--- src/rtl/core/assert_macros.svh ---
// Concurrent assertion macros shared by the RTL
`ifndef ASSERT_MACROS_SVH
`define ASSERT_MACROS_SVH

`ifndef ASSERT_OFF

// property checked at every rising clock edge outside reset
`define ASSERT_PROP(label, clk, rst, prop, msg) \
  label: assert property (@(posedge clk) disable iff (rst) prop) else $error(msg);

// implication from a trigger to a consequence
`define ASSERT_IMPL(label, clk, rst, trig, cons, msg) \
  label: assert property (@(posedge clk) disable iff (rst) (trig) |-> (cons)) else $error(msg);

`else

`define ASSERT_PROP(label, clk, rst, prop, msg)
`define ASSERT_IMPL(label, clk, rst, trig, cons, msg)

`endif

`endif

--- src/rtl/core/abpf_pkg.sv ---
// Types, constants and palette for the attribute bitmap pixel fetch block
package abpf_pkg;

  localparam int BITMAP_BYTES = 6144;
  localparam int ATTR_BYTES   = 768;
  localparam int TOTAL_BYTES  = 6912;

  localparam logic REQ_WRITE = 1'b0;
  localparam logic REQ_PIXEL = 1'b1;

  // bit 1 set marks a pixel request
  localparam logic [1:0] KIND_WR_BMP     = 2'd0;
  localparam logic [1:0] KIND_WR_ATTR    = 2'd1;
  localparam logic [1:0] KIND_PIX_PAPER  = 2'd2;
  localparam logic [1:0] KIND_PIX_BORDER = 2'd3;

  typedef struct packed {
    logic [1:0]  kind;
    logic [12:0] bmp_addr;
    logic [9:0]  attr_addr;
    logic [7:0]  data;
    logic [2:0]  bit_sel;
    logic        phase;
    logic [2:0]  border;
  } q_entry_t;

  typedef struct packed {
    logic full;
    logic empty;
  } q_status_t;

  typedef struct packed {
    logic clearing;
  } back_status_t;

  function automatic logic [31:0] palette_argb(input logic [3:0] idx);
    logic [31:0] c;
    unique case (idx)
      4'd0:  c = 32'hff000000;
      4'd1:  c = 32'hff0000c0;
      4'd2:  c = 32'hffc00000;
      4'd3:  c = 32'hffc000c0;
      4'd4:  c = 32'hff00c000;
      4'd5:  c = 32'hff00c0c0;
      4'd6:  c = 32'hffc0c000;
      4'd7:  c = 32'hffc0c0c0;
      4'd8:  c = 32'hff000000;
      4'd9:  c = 32'hff0000ff;
      4'd10: c = 32'hffff0000;
      4'd11: c = 32'hffff00ff;
      4'd12: c = 32'hff00ff00;
      4'd13: c = 32'hff00ffff;
      4'd14: c = 32'hffffff00;
      4'd15: c = 32'hffffffff;
      default: c = 32'hff000000;
    endcase
    return c;
  endfunction

endpackage

--- src/rtl/core/abpf_front.sv ---
// Front end: command accept, request classification and address generation
module abpf_front (
  input  logic                  start,
  output logic                  busy,
  input  logic                  req_type,
  input  logic [12:0]           mem_addr,
  input  logic [7:0]            mem_data,
  input  logic signed [9:0]     pix_x,
  input  logic signed [9:0]     pix_y,
  input  logic                  flash_phase,
  input  logic [2:0]            border_index,
  input  abpf_pkg::q_status_t    q_status,
  input  abpf_pkg::back_status_t back_status,
  output logic                  push,
  output abpf_pkg::q_entry_t     entry
);
  import abpf_pkg::*;

  logic       in_paper;
  logic       wr_ok;
  logic [7:0] ux;
  logic [7:0] uy;
  logic [7:0] row;

  assign busy = back_status.clearing | q_status.full;

  assign ux       = pix_x[7:0];
  assign uy       = pix_y[7:0];
  assign in_paper = !pix_x[9] && !pix_x[8] && !pix_y[9] && (pix_y[8:0] < 9'd192);
  assign wr_ok    = mem_addr < 13'(TOTAL_BYTES);
  // interleaved row: third, line in cell, cell row
  assign row      = {uy[7:6], uy[2:0], uy[5:3]};

  always_comb begin
    entry.data    = mem_data;
    entry.bit_sel = ux[2:0];
    entry.phase   = flash_phase;
    entry.border  = border_index;
    if (req_type == REQ_WRITE) begin
      entry.kind      = (mem_addr < 13'(BITMAP_BYTES)) ? KIND_WR_BMP : KIND_WR_ATTR;
      entry.bmp_addr  = mem_addr;
      entry.attr_addr = 10'(mem_addr - 13'(BITMAP_BYTES));
    end else begin
      entry.kind      = in_paper ? KIND_PIX_PAPER : KIND_PIX_BORDER;
      entry.bmp_addr  = {row, ux[7:3]};
      entry.attr_addr = {uy[7:3], ux[7:3]};
    end
  end

  // writes beyond the screen memory are taken and dropped
  assign push = start && !busy && ((req_type == REQ_PIXEL) || wr_ok);

endmodule

--- config.mk ---
export PLATFORM = sky130hd
export DESIGN_NAME = abpf_front
export DESIGN_NICKNAME = d
export VERILOG_FILES = /design/src/rtl/core/assert_macros.svh /design/src/rtl/core/abpf_pkg.sv /design/src/rtl/core/abpf_front.sv
export SDC_FILE = /design/constraint.sdc
export NUM_CORES = 1
export LEC_CHECK = 0
export BUFFER_PORTS_ARGS = -buffer_cell sky130_fd_sc_hd__buf_2
export CORE_MARGIN = 5
export CORE_UTILIZATION = 27
export DETAILED_ROUTE_END_ITERATION = 7
export GPL_TIMING_DRIVEN = 0
export PLACE_DENSITY = 0.95
export RECOVER_POWER = 100
export SLEW_MARGIN = 40
export SYNTH_ARGS = -nofsm -noshare
export SYNTH_HDL_FRONTEND = slang
export SYNTH_SLANG_ARGS = --single-unit
--- constraint.sdc ---
create_clock -name vclk -period 1.6
set_clock_uncertainty 0.2 [all_clocks]
set_input_delay 0.08 -clock vclk [all_inputs]
set_output_delay 0.08 -clock vclk [all_outputs]
set_load 0.01 [all_outputs]
==> results.cfg <==
[setup_path]
worst_path_max_delay_cell = mux2_1
slowest_delay_ns = 0.35
path_common_cell = buf_6
crit_arrival_ns = 0.97
crit_type = in -> out
cp-end-kind = primary output
path_cells = buf_6 -> buf_6 -> mux2_1 -> buf_4 -> buf_2
cp.required_ns = 1.32
crit_path_max_fanout = 10
critPathLaunchType = primary input

[global_route]
grt_pass1_vias = 680
antenna_found_initial = 0
grt-ovfl-total = 0
grtUsageTotal_pct = 14.1
grt_pass1_wl_um = 2930
grt_max_degree = 11

[synth]
synth_cell_types = 14
synth_fp_nets = 107
synth.most_common_cell = buf_4
synth_largest_area_cell = buf_4
synth_cells = 57
syn_area_per_cell_sq_um = 7.38
ys_warn_count = 0
ys_seq_area_share_pct = 0
synth_area_sq_um = 420
synthTopCellsByCount = 24 x buf_4, 10 x nand2_1, 8 x mux2_2
synthTopCellsByArea = buf_4 43%, mux2_2 21%, nand2_1 8.9%
netlist.area_leader.share_pct = 42.9

[hold_path]
hp-class = in -> out
worstHoldStart = flash_phase
holdPathStages = 2
whs_endpoint = entry[3]

[final_layout]
nClkBuffers = 0
n_antenna_cell = 0
drive_gt1_share_pct = 53.8
fin_nets = 184
seq_area_sq_um = 0
syn_to_final_growth_pct = 82.7
seq_cell_count = 0

[cts]
cts_setup_buffers = 0
hold_buffers = 0
cts_resized = 0

[route]
drt_iter0_drc = 0
routedWlPerCell_um = 13.1
via_count = 648
via_per_inst = 4.38
postRouteAntennaNets = 0
drc = 0
routed_wl_um = 1940
firstDrtPassIters = 1

[timing]
setup_viol = 0
fin_crit_sh_pct = 78.1
slew_violations = 0
timing.fmax_mhz = 800
finalCriticalPeriod_ns = 1.25
finalSetupTns_ns = 0
worstMarginPinSlew_ns = 0.233
slew_headroom_pct = 84.3
hold_violations = 0
rsz0062_at_grt = no

[floorplan]
die-area_sq_mm = 0.00245
fp-row-count = 14
start_util_pct = 28.2
core_sq_mm = 0.00149
io_pins = 92
die_w_um = 49.5
die_y_um = 49.5

[power]
ir_drop_mv = 0.132
finalPower_uw = 242
power_density_mw_per_mm2 = 315
power.leakage_nw = 0.428

[placed_design]
gp_congestion = 0.886
portBuffers = 75
dp_hpwl_um = 1790

[flow_run]
maxCapViolCount = 0

[outcome]
status = complete, no violations
-- layout by cell type (no fill, tap or decap) --
| master | instances |
|---|---|
| mux2_2 | 4 |
| nor4_1 | 1 |
| nor2_1 | 1 |
| clkbuf_1 | 35 |
| a31oi_1 | 1 |
| mux2_1 | 5 |
| nand2b_4 | 1 |
| buf_2 | 40 |
| o311a_1 | 1 |
| nand2_1 | 10 |
| nand2b_1 | 2 |
| inv_1 | 2 |
| a21oi_1 | 2 |
| buf_6 | 2 |
| buf_4 | 24 |
| o21ai_0 | 1 |
-- stage by stage --
| step | instances | cell area [sq um] | util (%) | worst slack (ns) | hold slack [ns] |
|---|---|---|---|---|---|
| 4_1_cts | 148 | 816 | 54.8 | 0.401 | 0.146 |
| 3_3_place_gp | 148 | 816 | 54.8 | 0.415 | 0.147 |
| 6_report | 148 | 768 | 51.6 | 0.350 | 0.172 |
| 3_5_place_dp | 148 | 816 | 54.8 | 0.401 | 0.147 |
| 5_1_grt | 148 | 768 | 51.6 | 0.306 | 0.180 |
| 2_1_floorplan | 57 | 420 | - | 0.538 | 0.0518 |
-- area by class of cell --
cell class	count	area, sq um
timing repair buffer	75	332
tap	16	20.0
buffer	26	203
inverter	2	7.51
fill	171	721
multi-input combinational	29	206
-- worst max path at each step --
stage                  start         to  slack (ns)  depth (start not counted)
finish              req_type  entry[29]        0.35                          5
global route        req_type  entry[29]        0.31                          5
CTS                 req_type  entry[29]        0.40                          5
detailed placement  req_type  entry[29]        0.40                          5
global placement    req_type  entry[29]        0.42                          5
floorplan           req_type  entry[29]        0.54                          4
-- worst max-delay path, delay by kind of cell --
family	cells	cell delay (ns)
buffers and inverters	4	0.53
muxes	1	0.35
-- power breakdown --
group,total [mW],internal (mW),switching (mW),leakage [nW]
clock network,0,0,0,0
logic,0.242,0.129,0.112,0.428
registers,0,0,0,0
total,0.242,0.129,0.112,0.428
-- logic make-up (layout without fill, tap and decap cells) --
group                  count (synthesis)  after routing  synth area share [%]
multiplexers                           9              9                  25.0
buffers and inverters                 28            103                  50.0
AO/OA/AOI/OAI                          5              5                  7.44
AND/OR/NAND/NOR                       15             15                  17.6
-- routing by layer --
layer / GRT usage (%) / part of all wire, % / vias to the layer above
met2: 30.3 / 55 / 53
met5: 0 / 0 / -
met1: 11.6 / 27 / 281
met4: 1.75 / 0 / 0
met3: 6.02 / 18 / 0
li1: - / - / 314
(Power assumes the default switching activity.)
