<file path="config.mk">
export PLATFORM = sky130hd
export DESIGN_NAME = abpf_queue
export DESIGN_NICKNAME = d
export VERILOG_FILES = /design/src/rtl/core/assert_macros.svh /design/src/rtl/core/abpf_pkg.sv /design/src/rtl/core/abpf_queue.sv
export SDC_FILE = /design/constraint.sdc
export NUM_CORES = 1
export LEC_CHECK = 0
export ABC_CLOCK_PERIOD_IN_PS = 2500
export BUFFER_PORTS_ARGS = -buffer_cell sky130_fd_sc_hd__buf_4
export CORE_MARGIN = 2
export CORE_UTILIZATION = 49
export DETAILED_ROUTE_END_ITERATION = 7
export MAX_ROUTING_LAYER = met4
export PLACE_DENSITY = 0.72
export SYNTH_ARGS = -nofsm -noshare
export SYNTH_HDL_FRONTEND = slang
export SYNTH_SLANG_ARGS = --single-unit
export TNS_END_PERCENT = 10
</file>
<file path="constraint.sdc">
create_clock -name clk -period 2.5 [get_ports clk]
set_clock_uncertainty 0.15 [all_clocks]
set_input_delay 0.5 -clock clk [delete_from_list [all_inputs] [get_ports clk]]
set_output_delay 0.5 -clock clk [all_outputs]
set_load 0.01 [all_outputs]
</file>
<file path="src/rtl/core/assert_macros.svh">
// Concurrent assertion macros shared by the RTL
`ifndef ASSERT_MACROS_SVH
`define ASSERT_MACROS_SVH

`ifndef ASSERT_OFF

// property checked at every rising clock edge outside reset
`define ASSERT_PROP(label, clk, rst, prop, msg) \
  label: assert property (@(posedge clk) disable iff (rst) prop) else $error(msg);

// implication from a trigger to a consequence
`define ASSERT_IMPL(label, clk, rst, trig, cons, msg) \
  label: assert property (@(posedge clk) disable iff (rst) (trig) |-> (cons)) else $error(msg);

`else

`define ASSERT_PROP(label, clk, rst, prop, msg)
`define ASSERT_IMPL(label, clk, rst, trig, cons, msg)

`endif

`endif

</file>
<file path="src/rtl/core/abpf_pkg.sv">
// Types, constants and palette for the attribute bitmap pixel fetch block
package abpf_pkg;

  localparam int BITMAP_BYTES = 6144;
  localparam int ATTR_BYTES   = 768;
  localparam int TOTAL_BYTES  = 6912;

  localparam logic REQ_WRITE = 1'b0;
  localparam logic REQ_PIXEL = 1'b1;

  // bit 1 set marks a pixel request
  localparam logic [1:0] KIND_WR_BMP     = 2'd0;
  localparam logic [1:0] KIND_WR_ATTR    = 2'd1;
  localparam logic [1:0] KIND_PIX_PAPER  = 2'd2;
  localparam logic [1:0] KIND_PIX_BORDER = 2'd3;

  typedef struct packed {
    logic [1:0]  kind;
    logic [12:0] bmp_addr;
    logic [9:0]  attr_addr;
    logic [7:0]  data;
    logic [2:0]  bit_sel;
    logic        phase;
    logic [2:0]  border;
  } q_entry_t;

  typedef struct packed {
    logic full;
    logic empty;
  } q_status_t;

  typedef struct packed {
    logic clearing;
  } back_status_t;

  function automatic logic [31:0] palette_argb(input logic [3:0] idx);
    logic [31:0] c;
    unique case (idx)
      4'd0:  c = 32'hff000000;
      4'd1:  c = 32'hff0000c0;
      4'd2:  c = 32'hffc00000;
      4'd3:  c = 32'hffc000c0;
      4'd4:  c = 32'hff00c000;
      4'd5:  c = 32'hff00c0c0;
      4'd6:  c = 32'hffc0c000;
      4'd7:  c = 32'hffc0c0c0;
      4'd8:  c = 32'hff000000;
      4'd9:  c = 32'hff0000ff;
      4'd10: c = 32'hffff0000;
      4'd11: c = 32'hffff00ff;
      4'd12: c = 32'hff00ff00;
      4'd13: c = 32'hff00ffff;
      4'd14: c = 32'hffffff00;
      4'd15: c = 32'hffffffff;
      default: c = 32'hff000000;
    endcase
    return c;
  endfunction

endpackage

</file>
<file path="src/rtl/core/abpf_queue.sv">
// Short FIFO between the front end and the memory back end
module abpf_queue #(
  parameter int DEPTH = 4
) (
  input  logic               clk,
  input  logic               rst,
  input  logic               push,
  input  abpf_pkg::q_entry_t  entry_in,
  input  logic               pop,
  output abpf_pkg::q_entry_t  entry_out,
  output abpf_pkg::q_status_t status
);
  import abpf_pkg::*;

  localparam int PW = (DEPTH > 1) ? $clog2(DEPTH) : 1;
  localparam int CW = $clog2(DEPTH + 1);

  q_entry_t        slots [DEPTH];
  logic [PW-1:0]   wr_ptr;
  logic [PW-1:0]   rd_ptr;
  logic [CW-1:0]   count;

  assign status.full  = count == CW'(DEPTH);
  assign status.empty = count == '0;
  assign entry_out    = slots[rd_ptr];

  always_ff @(posedge clk) begin
    if (push) begin
      slots[wr_ptr] <= entry_in;
    end
  end

  always_ff @(posedge clk) begin
    if (rst) begin
      wr_ptr <= '0;
      rd_ptr <= '0;
      count  <= '0;
    end else begin
      if (push) begin
        wr_ptr <= (wr_ptr == PW'(DEPTH - 1)) ? '0 : wr_ptr + 1'b1;
      end
      if (pop) begin
        rd_ptr <= (rd_ptr == PW'(DEPTH - 1)) ? '0 : rd_ptr + 1'b1;
      end
      unique case ({push, pop})
        2'b10:   count <= count + 1'b1;
        2'b01:   count <= count - 1'b1;
        default: count <= count;
      endcase
    end
  end

endmodule

</file>
==> results.toml, run 1 <==
[sta]
fin_ws_ns = 0.121
finalWorstPathRequiredPeriod_ns = 2.38
fin_crit_sh_pct = 95.2
fmax_ghz = 0.420
tightest_slew_ns = 0.466
slew_viol_final = 0
hold_viol = 0
relSlewSlack_pct = 68.9
setup_tns_ns = 0
setup_viol = 0
rsz0062_at_grt = "false"

[synth]
synth_fp_nets = 308
synthCells = 257
synth-compound-area-share_pct = 0.399
syn_area_mm2 = 0.00626
synth_adder_area_share_pct = 1.52
synth-simple-area-share_pct = 1.34
synth_cell_types = 19
avgSynthCellArea_um2 = 24.4
synth_mux_area_share_pct = 14.7
synth_seq_cells = 169
ys_seq_area_share_pct = 79.6
synth_xor_area_share_pct = 0.280
synth_top_family_by_area = "multiplexers"
yosys_warnings = 0

[global_route]
track_usage_pct = 16.6
grt.overflow.total = 0
grt_pass1_vias = 2978
grt_first_pass_wirelength_um = 15600
grt_max_degree = 41
antenna_found_initial = 0

[run_status]
run_status = "complete, no violations"

[placement]
dp_hpwl_um = 6240
place_ws_ns = 0.365
gp_congestion = 0.701
numPortBuffers = 85

[clock_tree]
cts-htree-levels = 4
clk_pin_slew_ns = 0.06
post_cts_resized = 0
clkLatencyLatePin_ns = 0.41
cts-root-buf = "clkbuf_16"
cts_hold_buf = 0
tritoncts = "built"
cts_num_sinks = 169
cts_buffers = 17
clock_path_buffers = 2

[flow_run]
cap_violations = 0

[worst_setup_path]
ff2ff_path_depth = 3
worst-path-max-fanout = 17
cpPeakStageDelay_ns = 0.53
r2r_setup_slack_ns = 0.72
slowest_stage = "mux4_2"
cp_cell_sequence = "buf_12 -> mux4_2 -> buf_4"
critPathCaptureType = "primary output"
crit_required_ns = 1.85
worst_ep_arrival_time_ns = 1.73
crit_type = "reg -> out"
start_kind = "flop"

[floorplan]
num_rows = 41
die_y_um = 117
core_mm2 = 0.0126
die-area_mm2 = 0.0137
die_w_um = 117
initial_core_util_pct = 49.8
num_io_pins = 86

[cells_and_area]
diodes = 0
area_delta_synth_final_pct = 24.5
drive_gt1_share_pct = 45.4
nets = 415

[min_path]
hold_depth = 1
hold_path.class = "in -> reg"

[route]
drc = 0
ant_nets = 0
viasPerCell = 5.18
vias = 2844
first_iter_violations = 198
dr.pass1.iters = 6
drt_wl_total_um = 10400
avgRoutedWirePerCell_um = 19.0

[pwr]
p_leak_nw = 2.68
report.power.total_mw = 6.43
vdd_ir_drop_max_uv = 342
powerDensity_mw_per_mm2 = 825
## sequential cells by signal, indices dropped and copies added (netlist names), named ones only
name and cells:
wr_ptr 2, rd_ptr 2, slots 160, count 3
## cell usage in the layout (no fill, tap or decap), types with 4 or more instances in the layout
master / n
a21oi_1: 4
and2_2: 4
buf_12: 7
buf_4: 89
clkbuf_16: 18
dfxtp_1: 7
edfxtp_1: 160
ha_1: 6
inv_1: 7
mux4_2: 40
nor2_1: 7
## cell type report
class / count / area, µm²
well taps: 172 / 215
fillers: 895 / 4770
multi-input cells: 72 / 1150
inverters: 7 / 26.3
clock buffers: 19 / 433
flip-flops and latches: 169 / 4990
clock inverters: 13 / 153
repair buffers: 97 / 833
## per-layer routing
metal / vias up / global-route usage (%) / wire [µm] / share of wire [%]
met5: - / - / 0 / 0
met4: 0 / 7.29 / 123 / 1.2
met3: 12 / 5.25 / 589 / 5.7
met2: 89 / 25.1 / 5190 / 50
met1: 1449 / 21.0 / 4520 / 43
li1: 1294 / - / - / -
## per-stage QoR
stage	util, %	hold WS, ns	instances	area [µm²]
final	62.0	0.136	549	7800
after global routing	62.0	0.115	549	7800
after CTS	61.7	0.114	546	7760
after detailed placement	57.1	0.347	514	7170
after global placement	57.1	0.336	514	7170
after floorplan	-	0.311	257	6260
## synth_stat cells
| master | number | area [µm²] |
|---|---|---|
| buf_12 | 4 | 80.1 |
| edfxtp_1 | 160 | 4800 |
| mux2i_1 | 2 | 20.0 |
| buf_2 | 4 | 20.0 |
| fa_1 | 1 | 20.0 |
| ha_1 | 6 | 75.1 |
| buf_6 | 1 | 11.3 |
| mux4_2 | 40 | 901 |
| dfxtp_1 | 9 | 180 |
| and3_1 | 1 | 6.26 |
| nor3b_1 | 2 | 15.0 |
| inv_1 | 7 | 26.3 |
| o21ai_0 | 1 | 5.00 |
| or3_1 | 1 | 6.26 |
| xor2_1 | 2 | 17.5 |
| nor3_1 | 1 | 5.00 |
| a21oi_1 | 4 | 20.0 |
| and2_1 | 4 | 25.0 |
| nor2_1 | 7 | 26.3 |
## power by group
group / leakage (nW) / internal (mW) / switching [mW]
logic: 0.859 / 0.327 / 0.280
clock network: 0.278 / 1.56 / 1.01
registers: 1.54 / 3.22 / 0.0334
## repair_timing
action / CTS / global route
setup buffers: 0 / 2
endpoints found under the hold margin: 0 / 0
setup endpoints to repair: 0 / 20
## final timing paths
| path | start | to |
|---|---|---|
| hold reg to reg | count[2] | count[2] |
| hold / removal | entry_in[18] | slots[2][18] |
| setup reg to reg | wr_ptr[0] | slots[3][39] |
| setup / recovery | flop | entry_out[11] |
## worst max-delay path: cells and delay by family, from the launching register on
kind	cells	cell delay, ns
buf+inv	2	0.36
flops	1	0.42
mux	1	0.53
## cell families after synthesis
| logic type | count (synthesis) |
|---|---|
| mux | 42 |
| xor+xnor | 2 |
| fa+ha+maj | 7 |
| compound gates | 5 |
| flops | 169 |
| buf+inv | 16 |
| simple gates | 16 |
No activity file was read; power rests on OpenSTA's default activity.
==> run 2: changes to the inputs <==
BUFFER_PORTS_ARGS = -buffer_cell sky130_fd_sc_hd__buf_2   (was -buffer_cell sky130_fd_sc_hd__buf_4)
GPL_TIMING_DRIVEN = 0   (was unset)
==> run 2 against run 1 <==
  * Clock power increased by 3%
  * Critical path type unchanged
  * Critical endpoint is now entry_out[0]
  * Register-to-register slack got worse by 0.09 ns
  * Hold slack improved by 0.013 ns
  * Highest routed layer unchanged
  * Cell count increased by 0.18%
  * First-iteration DRC count decreased by 15%
  * Fmax increased by 0.49%
==> results.toml, run 2 (synthesis results as in run 1) <==
[pwr]
powerDensity_mw_per_mm2 = 846
p_leak_nw = 2.62
vdd_ir_drop_max_uv = 555

[route]
viasPerCell = 5.20
vias = 2859
ant_nets = 0
avgRoutedWirePerCell_um = 18.5
dr.pass1.iters = 6
drt_wl_total_um = 10200
first_iter_violations = 168
drc = 0

[worst_setup_path]
r2r_setup_slack_ns = 0.63
worst-path-max-fanout = 10
start_kind = "flop"
r2r-end = "slots[0][15]"
critPathCaptureType = "primary output"
r2r-start = "wr_ptr[0]"
crit_type = "reg -> out"
crit_required_ns = 1.85
worst_ep_arrival_time_ns = 1.72
ff2ff_path_depth = 4

[cells_and_area]
nets = 416
diodes = 0
multiInputGateArea_mm2 = 0.00115
drive_gt1_share_pct = 44.7
fillCellCount = 916
layout_common_cells = "160 x edfxtp_1, 89 x buf_2, 40 x mux4_2, 17 x clkbuf_16, 9 x dfxtp_1"
stdcell_area_mm2 = 0.00761
regArea_mm2 = 0.00498
largest_register = "slots"
final_common_cell = "edfxtp_1"
top_regs = "slots (160), count (3)"
area_delta_synth_final_pct = 21.4
largest_reg_flops = 160

[global_route]
grt_pass1_vias = 2927
track_usage_pct = 16.7
antenna_found_initial = 0
grt_max_degree = 24
grt.overflow.total = 0
grt_first_pass_wirelength_um = 15400

[clock_tree]
post_cts_resized = 0
clk_pin_slew_ns = 0.06
clock_path_buffers = 2
clkLatencyLatePin_ns = 0.42
cts_num_sinks = 169
cts-root-buf = "clkbuf_16"
tritoncts = "built"
cts_hold_buf = 0
cts-htree-levels = 4
cts_buffers = 17
cts_setup_buffers = 0

[floorplan]
num_rows = 41
num_io_pins = 86
die_y_um = 117
die_w_um = 117
core_mm2 = 0.0126
initial_core_util_pct = 49.8
die-area_mm2 = 0.0137

[run_status]
run_status = "complete, no violations"

[placement]
placed_cell_area_mm2 = 0.00700
dp_hpwl_um = 6310
numPortBuffers = 85
gp_congestion = 0.693

[min_path]
hold_depth = 1
hold_path_startpoint = "entry_in[5]"
hold_path.class = "in -> reg"
holdPathEnd = "slots[3][5]"

[sta]
holdWs_ns = 0.149
fin_crit_sh_pct = 94.7
tightest_slew_ns = 0.631
finalWorstPathRequiredPeriod_ns = 2.37
fmax_ghz = 0.422
slew_viol_final = 0
setup_viol = 0
relSlewSlack_pct = 57.9
rsz0062_at_grt = "false"
hold_viol = 0

[flow_run]
cap_violations = 0
## run 2: cell count changes in the layout (fill, tap and decap cells not counted), moves of 2 or more
cell	before	now
clkinv_2	3	1
dfxtp_1	7	9
buf_2	0	89
clkinv_1	2	4
buf_4	89	0
## run 2: per-stage QoR
step / setup slack (ns) / cells / total power, mW / util, % / setup TNS [ns]
3_5_place_dp: 0.348 / 518 / 3.87 / 55.7 / 0
6_report: 0.133 / 550 / 6.44 / 60.5 / 0
4_1_cts: 0.0909 / 550 / 6.52 / 60.5 / 0
2_1_floorplan: 0.429 / 257 / 3.63 / - / 0
3_3_place_gp: -0.412 / 514 / 3.83 / 54.9 / -65.17
5_1_grt: 0.0440 / 550 / 6.69 / 60.5 / 0
## run 2: critical path, stage by stage, from the launching register on
cell and delay [ns]:
dfxtp_1 0.32, buf_6 0.14, buf_12 0.16, mux4_2 0.52, buf_2 0.16
## run 2: power by group
| part | switching (mW) | internal (mW) | total [mW] |
|---|---|---|---|
| clock network | 0.982 | 1.66 | 2.64 |
| logic | 0.281 | 0.265 | 0.545 |
| registers | 0.0308 | 3.22 | 3.25 |
## run 2: final cells by class
type	instances	area share, %
sequential	169	65.5
multi-input combinational	72	15.1
timing repair buffer	89	6.74
clock buffer	18	5.64
tap	172	2.83
clock inverter	14	2.35
buffer	9	1.46
inverter	7	0.345
## run 2: per-layer routing
metal / global-route usage (%) / up-vias / share of wire [%]
met3: 6.39 / 10 / 5.0
met2: 26.7 / 88 / 52
met1: 19.9 / 1471 / 42
met5: - / - / 0
met4: 5.18 / 0 / 0.95
li1: - / 1290 / -
## run 2: worst max-delay path by stage
stage                   start            end  slack [ns]
global route             flop  entry_out[15]        0.04
global placement         push   slots[2][11]       -0.41
detailed placement       push       count[2]        0.35
finish                   flop   entry_out[0]        0.13
floorplan           wr_ptr[0]    slots[3][0]        0.43
CTS                      flop  entry_out[34]        0.09
